## src/rtl/prg_divider.sv

```systemverilog
// pipelined restoring divider, K quotient bits per stage, side word carried along
// standalone, no package dependency
module prg_divider #(
    parameter int DW = 46,
    parameter int VW = 15,
    parameter int QW = 46,
    parameter int K  = 4,
    parameter int SW = 1
) (
    input  logic          i_clk,
    input  logic          i_rst_n,
    input  logic          i_ce,
    input  logic [DW-1:0] i_dvd,
    input  logic [VW-1:0] i_dvs,
    input  logic [SW-1:0] i_side,
    output logic [QW-1:0] o_quo,
    output logic [SW-1:0] o_side
);

    localparam int LAT = (QW + K - 1) / K;

    logic [VW-1:0] r_rem  [LAT];
    logic [QW-1:0] r_quo  [LAT];
    logic [DW-1:0] r_dvd  [LAT];
    logic [VW-1:0] r_dvs  [LAT];
    logic [SW-1:0] r_side [LAT];

    for (genvar s = 0; s < LAT; s++) begin : g_stg
        logic [DW-1:0] w_dvd;
        logic [VW-1:0] w_dvs;
        logic [VW-1:0] w_rem;
        logic [QW-1:0] w_quo;
        logic [SW-1:0] w_side;
        logic [VW-1:0] n_rem;
        logic [QW-1:0] n_quo;

        if (s == 0) begin : g_first
            assign w_dvd  = i_dvd;
            assign w_dvs  = i_dvs;
            assign w_rem  = VW'(i_dvd >> QW);
            assign w_quo  = '0;
            assign w_side = i_side;
        end else begin : g_next
            assign w_dvd  = r_dvd[s-1];
            assign w_dvs  = r_dvs[s-1];
            assign w_rem  = r_rem[s-1];
            assign w_quo  = r_quo[s-1];
            assign w_side = r_side[s-1];
        end

        always_comb begin
            logic [VW:0] rem;
            int j;
            rem   = {1'b0, w_rem};
            n_quo = w_quo;
            for (int k = 0; k < K; k++) begin
                j = s * K + k;
                if (j < QW) begin
                    rem = {rem[VW-1:0], w_dvd[QW-1-j]};
                    if (rem >= {1'b0, w_dvs}) begin
                        rem = rem - {1'b0, w_dvs};
                        n_quo[QW-1-j] = 1'b1;
                    end
                end
            end
            n_rem = rem[VW-1:0];
        end

        always_ff @(posedge i_clk) begin
            if (!i_rst_n) begin
                r_side[s] <= '0;
            end else if (i_ce) begin
                r_rem[s]  <= n_rem;
                r_quo[s]  <= n_quo;
                r_dvd[s]  <= w_dvd;
                r_dvs[s]  <= w_dvs;
                r_side[s] <= w_side;
            end
        end
    end

    assign o_quo  = r_quo[LAT-1];
    assign o_side = r_side[LAT-1];

endmodule
```

## config.mk

```make
export PLATFORM = sky130hd
export DESIGN_NAME = prg_divider
export DESIGN_NICKNAME = d
export VERILOG_FILES = /design/src/rtl/prg_divider.sv
export SDC_FILE = /design/constraint.sdc
export NUM_CORES = 2
export LEC_CHECK = 0
export ABC_AREA = 1
export ABC_CLOCK_PERIOD_IN_PS = 54400
export BUFFER_PORTS_ARGS = -buffer_cell sky130_fd_sc_hd__buf_2
export CAP_MARGIN = 20
export CORE_MARGIN = 2
export CORE_UTILIZATION = 55
export CTS_CLUSTER_DIAMETER = 80
export DETAILED_ROUTE_END_ITERATION = 10
export PLACE_DENSITY = 0.7
export SLEW_MARGIN = 20
export SYNTH_ARGS = -nofsm -noshare
export SYNTH_HDL_FRONTEND = slang
export SYNTH_SLANG_ARGS = --single-unit
export TNS_END_PERCENT = 10
```

## constraint.sdc

```tcl
create_clock -name i_clk -period 54.4 [get_ports i_clk]
set_input_delay 2.72 -clock i_clk [delete_from_list [all_inputs] [get_ports i_clk]]
set_output_delay 2.72 -clock i_clk [all_outputs]
set_load 0.02 [all_outputs]
```

==> flow_metrics.env <==
export IMPL_status="finished, final reports clean"
export IMPL_fin_cells=10120
export IMPL_fin_setup_tns_ns=0
export IMPL_slowest_stage="nor3_4"
export IMPL_die_x_um=357.4
export IMPL_place_congestion=0.9530
export IMPL_synth_warnings=0
export IMPL_worst_path_largest_cell_delay_ns=0.61
export IMPL_syn_area_per_cell_um2=8.282
export IMPL_post_cts_buffers=0
export IMPL_wl_per_cell_um=17.78
export IMPL_register_area_um2=26840
export IMPL_dieArea_um2=127700
export IMPL_finalHoldWorstSlack_ns=0.4039
export IMPL_finalCritPeriodShare_pct=19.14
export IMPL_syn_area_um2=68690
export IMPL_ys_top_cells_by_area="edfxtp_1, nand2_1, ha_1"
export IMPL_routed_via_density=5.588
export IMPL_postRouteAntennaNets=0
export IMPL_dr_first_iter_drc_count=5033
export IMPL_synthDistinctLibCells=71
export IMPL_ctsHoldBuffers=0
export IMPL_cp_arrival_ns=10.86
export IMPL_nets=9189
export IMPL_row_count=129
export IMPL_end_kind="register"
export IMPL_cp_start_kind="register"
export IMPL_grt_max_degree=165
export IMPL_drv_slew=0
export IMPL_placed_cells=9941
export IMPL_setup_viol=0
export IMPL_relSlewSlack_pct=28.26
export IMPL_grt_overflow_total=0
export IMPL_vias=56530
export IMPL_wirelength_um=179800
export IMPL_synth_edff_count=893
export IMPL_drc=0
export IMPL_antenna_cells=0
export IMPL_rsz0062_at_grt="no"
export IMPL_ios=112
export IMPL_cts_root_buf="clkbuf_16"
export IMPL_synthCells=8294
export IMPL_post_route_min_period_ns=10.41
export IMPL_tritoncts="done"
export IMPL_cts_resized=0
export IMPL_cp_top_family="simple AND/OR/NAND/NOR gates"
export IMPL_async_reset_ff_share_pct=0
export IMPL_synthFlopType="edfxtp_1"
export IMPL_critPathKind="reg -> reg"
export IMPL_cp_data_required_time_ns=54.85
export IMPL_drive_gt1_share_pct=6.427
export IMPL_synth_top_area_share_pct=39.04
export IMPL_grt_pass1_wl_um=282700
export IMPL_skew_ns=0.03437
export IMPL_path_clk_slew_ns=0.06
export IMPL_portBuffers=111
export IMPL_areaGrowthSynthToFinish_pct=7.612
export IMPL_hp_class="reg -> reg"
export IMPL_max_freq_mhz=96.05
export IMPL_grt_pass1_vias=52670
export IMPL_numCtsBuffers=97
export IMPL_final_hold_viol_count=0
export IMPL_multiInputGateArea_um2=37330
export IMPL_dp_hpwl_um=141500
export IMPL_initial_core_util_pct=55.49
export IMPL_core_um2=123800
export IMPL_dr_pass1_iters=6
export IMPL_clockBufferDepth=3
export IMPL_die_y_um=357.4
export IMPL_tightest_slew_ns=1.072
export IMPL_ys_seq_area_share_pct=39.07
export IMPL_drv_cap=0
export IMPL_ys_seq_elements=894
export IMPL_clock_latency_ns=0.74
export IMPL_syn_nets=9080
export IMPL_cts_htree_levels=3
export IMPL_synth_area_leader_cell="edfxtp_1"
export IMPL_clock_sinks=894
export IMPL_crit_buf_inv=3
export IMPL_antenna_found_initial=1
export IMPL_grt_use_total_pct=27.87
export IMPL_fill_cells=11070
export IMPL_critPathMostFrequentCell="nand2_1"
export IMPL_cp_max_fo=20
==> metrics by stage <==
stage | worst slack (ns) | utilization, % | cell area [µm²]
after floorplan | 33.33 | - | 68690
after global placement | 43.62 | 57.06 | 70640
after detailed placement | 43.52 | 57.06 | 70640
after CTS | 44.07 | 59.71 | 73920
after global routing | 43.22 | 59.71 | 73920
final | 43.99 | 59.71 | 73920
==> layout make-up <==
class / count / share of cell area [%]
multi-input combinational: 6288 / 50.50
sequential: 894 / 36.30
inverter: 998 / 5.085
clock buffer: 105 / 3.353
tap: 1637 / 2.771
clock inverter: 71 / 1.090
timing repair buffer: 124 / 0.9005
==> cells in the mapped netlist, types with 18 or more instances <==
| library cell | n |
|---|---|
| nand3_2 | 30 |
| a21oi_2 | 23 |
| nand4_1 | 137 |
| o21ai_0 | 393 |
| a21boi_0 | 18 |
| clkbuf_1 | 26 |
| o21bai_1 | 28 |
| nand3b_1 | 47 |
| buf_2 | 35 |
| inv_1 | 969 |
| xnor2_1 | 209 |
| nand2_2 | 45 |
| buf_4 | 26 |
| a21o_1 | 29 |
| o21a_1 | 21 |
| a21oi_1 | 623 |
| o21ai_1 | 62 |
| or2_2 | 40 |
| nor3_1 | 67 |
| edfxtp_1 | 893 |
| o21ai_2 | 22 |
| nand2_1 | 2399 |
| ha_1 | 677 |
| buf_6 | 22 |
| nand3_1 | 476 |
| fa_1 | 44 |
| xor2_1 | 262 |
| nor2_1 | 416 |
| inv_2 | 25 |
| and2_1 | 19 |
| nor4_1 | 23 |
==> registers in the layout (all words and copies together) (netlist names) <==
name / count
r_side: 12
r_rem: 165
r_dvs: 165
r_dvd: 242
r_quo: 310
==> path summary, 6_finish.rpt <==
path                              startpoint       endpoint  slack [ns]  depth (start not counted)
worst max-delay path             r_dvs[5][1]   r_rem[6][11]       43.99                         43
worst min-delay path            r_quo[2][66]  r_quo[2][112]        0.40                          0
worst max register to register   r_dvs[5][1]   r_rem[6][11]       43.99                         43
worst min register to register  r_quo[2][66]  r_quo[2][112]        0.40                          0
==> layout by cell type (no fill, tap or decap), types with 13 or more instances in the layout <==
master     Yosys  layout
a21boi_0      18      18
a21o_1        29      29
a21oi_1      623     623
a21oi_2       23      23
a31oi_1       16      16
and2_1        19      19
buf_2         35     111
clkbuf_16      0      98
clkinv_1       3      13
clkinv_2       0      17
edfxtp_1     893     893
fa_1          44      44
ha_1         677     677
inv_1        969     968
inv_2         25      25
nand2_1     2399    2399
nand2_2       45      45
nand3_1      476     476
nand3_2       30      30
nand3_4       16      16
nand3b_1      47      47
nand4_1      137     137
nor2_1       416     416
nor2_4        14      14
nor3_1        67      67
nor4_1        23      23
o2111ai_1     16      16
o21a_1        21      21
o21ai_0      393     393
o21ai_1       62      62
o21ai_2       22      22
o21bai_1      28      28
or2_2         40      40
xnor2_1      209     209
xor2_1       262     262
==> kinds of logic after synthesis <==
| logic type | share of synthesized area, % |
|---|---|
| buffers and inverters | 6.592 |
| multiplexers | 0.01639 |
| flip-flops | 39.07 |
| adder cells (fa/ha/maj) | 13.61 |
| AND/OR/NAND/NOR | 24.09 |
| XOR/XNOR | 6.005 |
| AO/OA/AOI/OAI | 10.62 |
==> metal layers <==
metal	GRT usage, %	vias up	routed length [µm]
met5	0	-	0
met4	9.891	0	6380
met3	2.980	311	9362
met2	45.87	1585	82800
met1	38.20	26260	81300
li1	-	28370	-
Power is not shown: default switching activity piles up to over one toggle a cycle in this logic, so the estimate is an artifact.
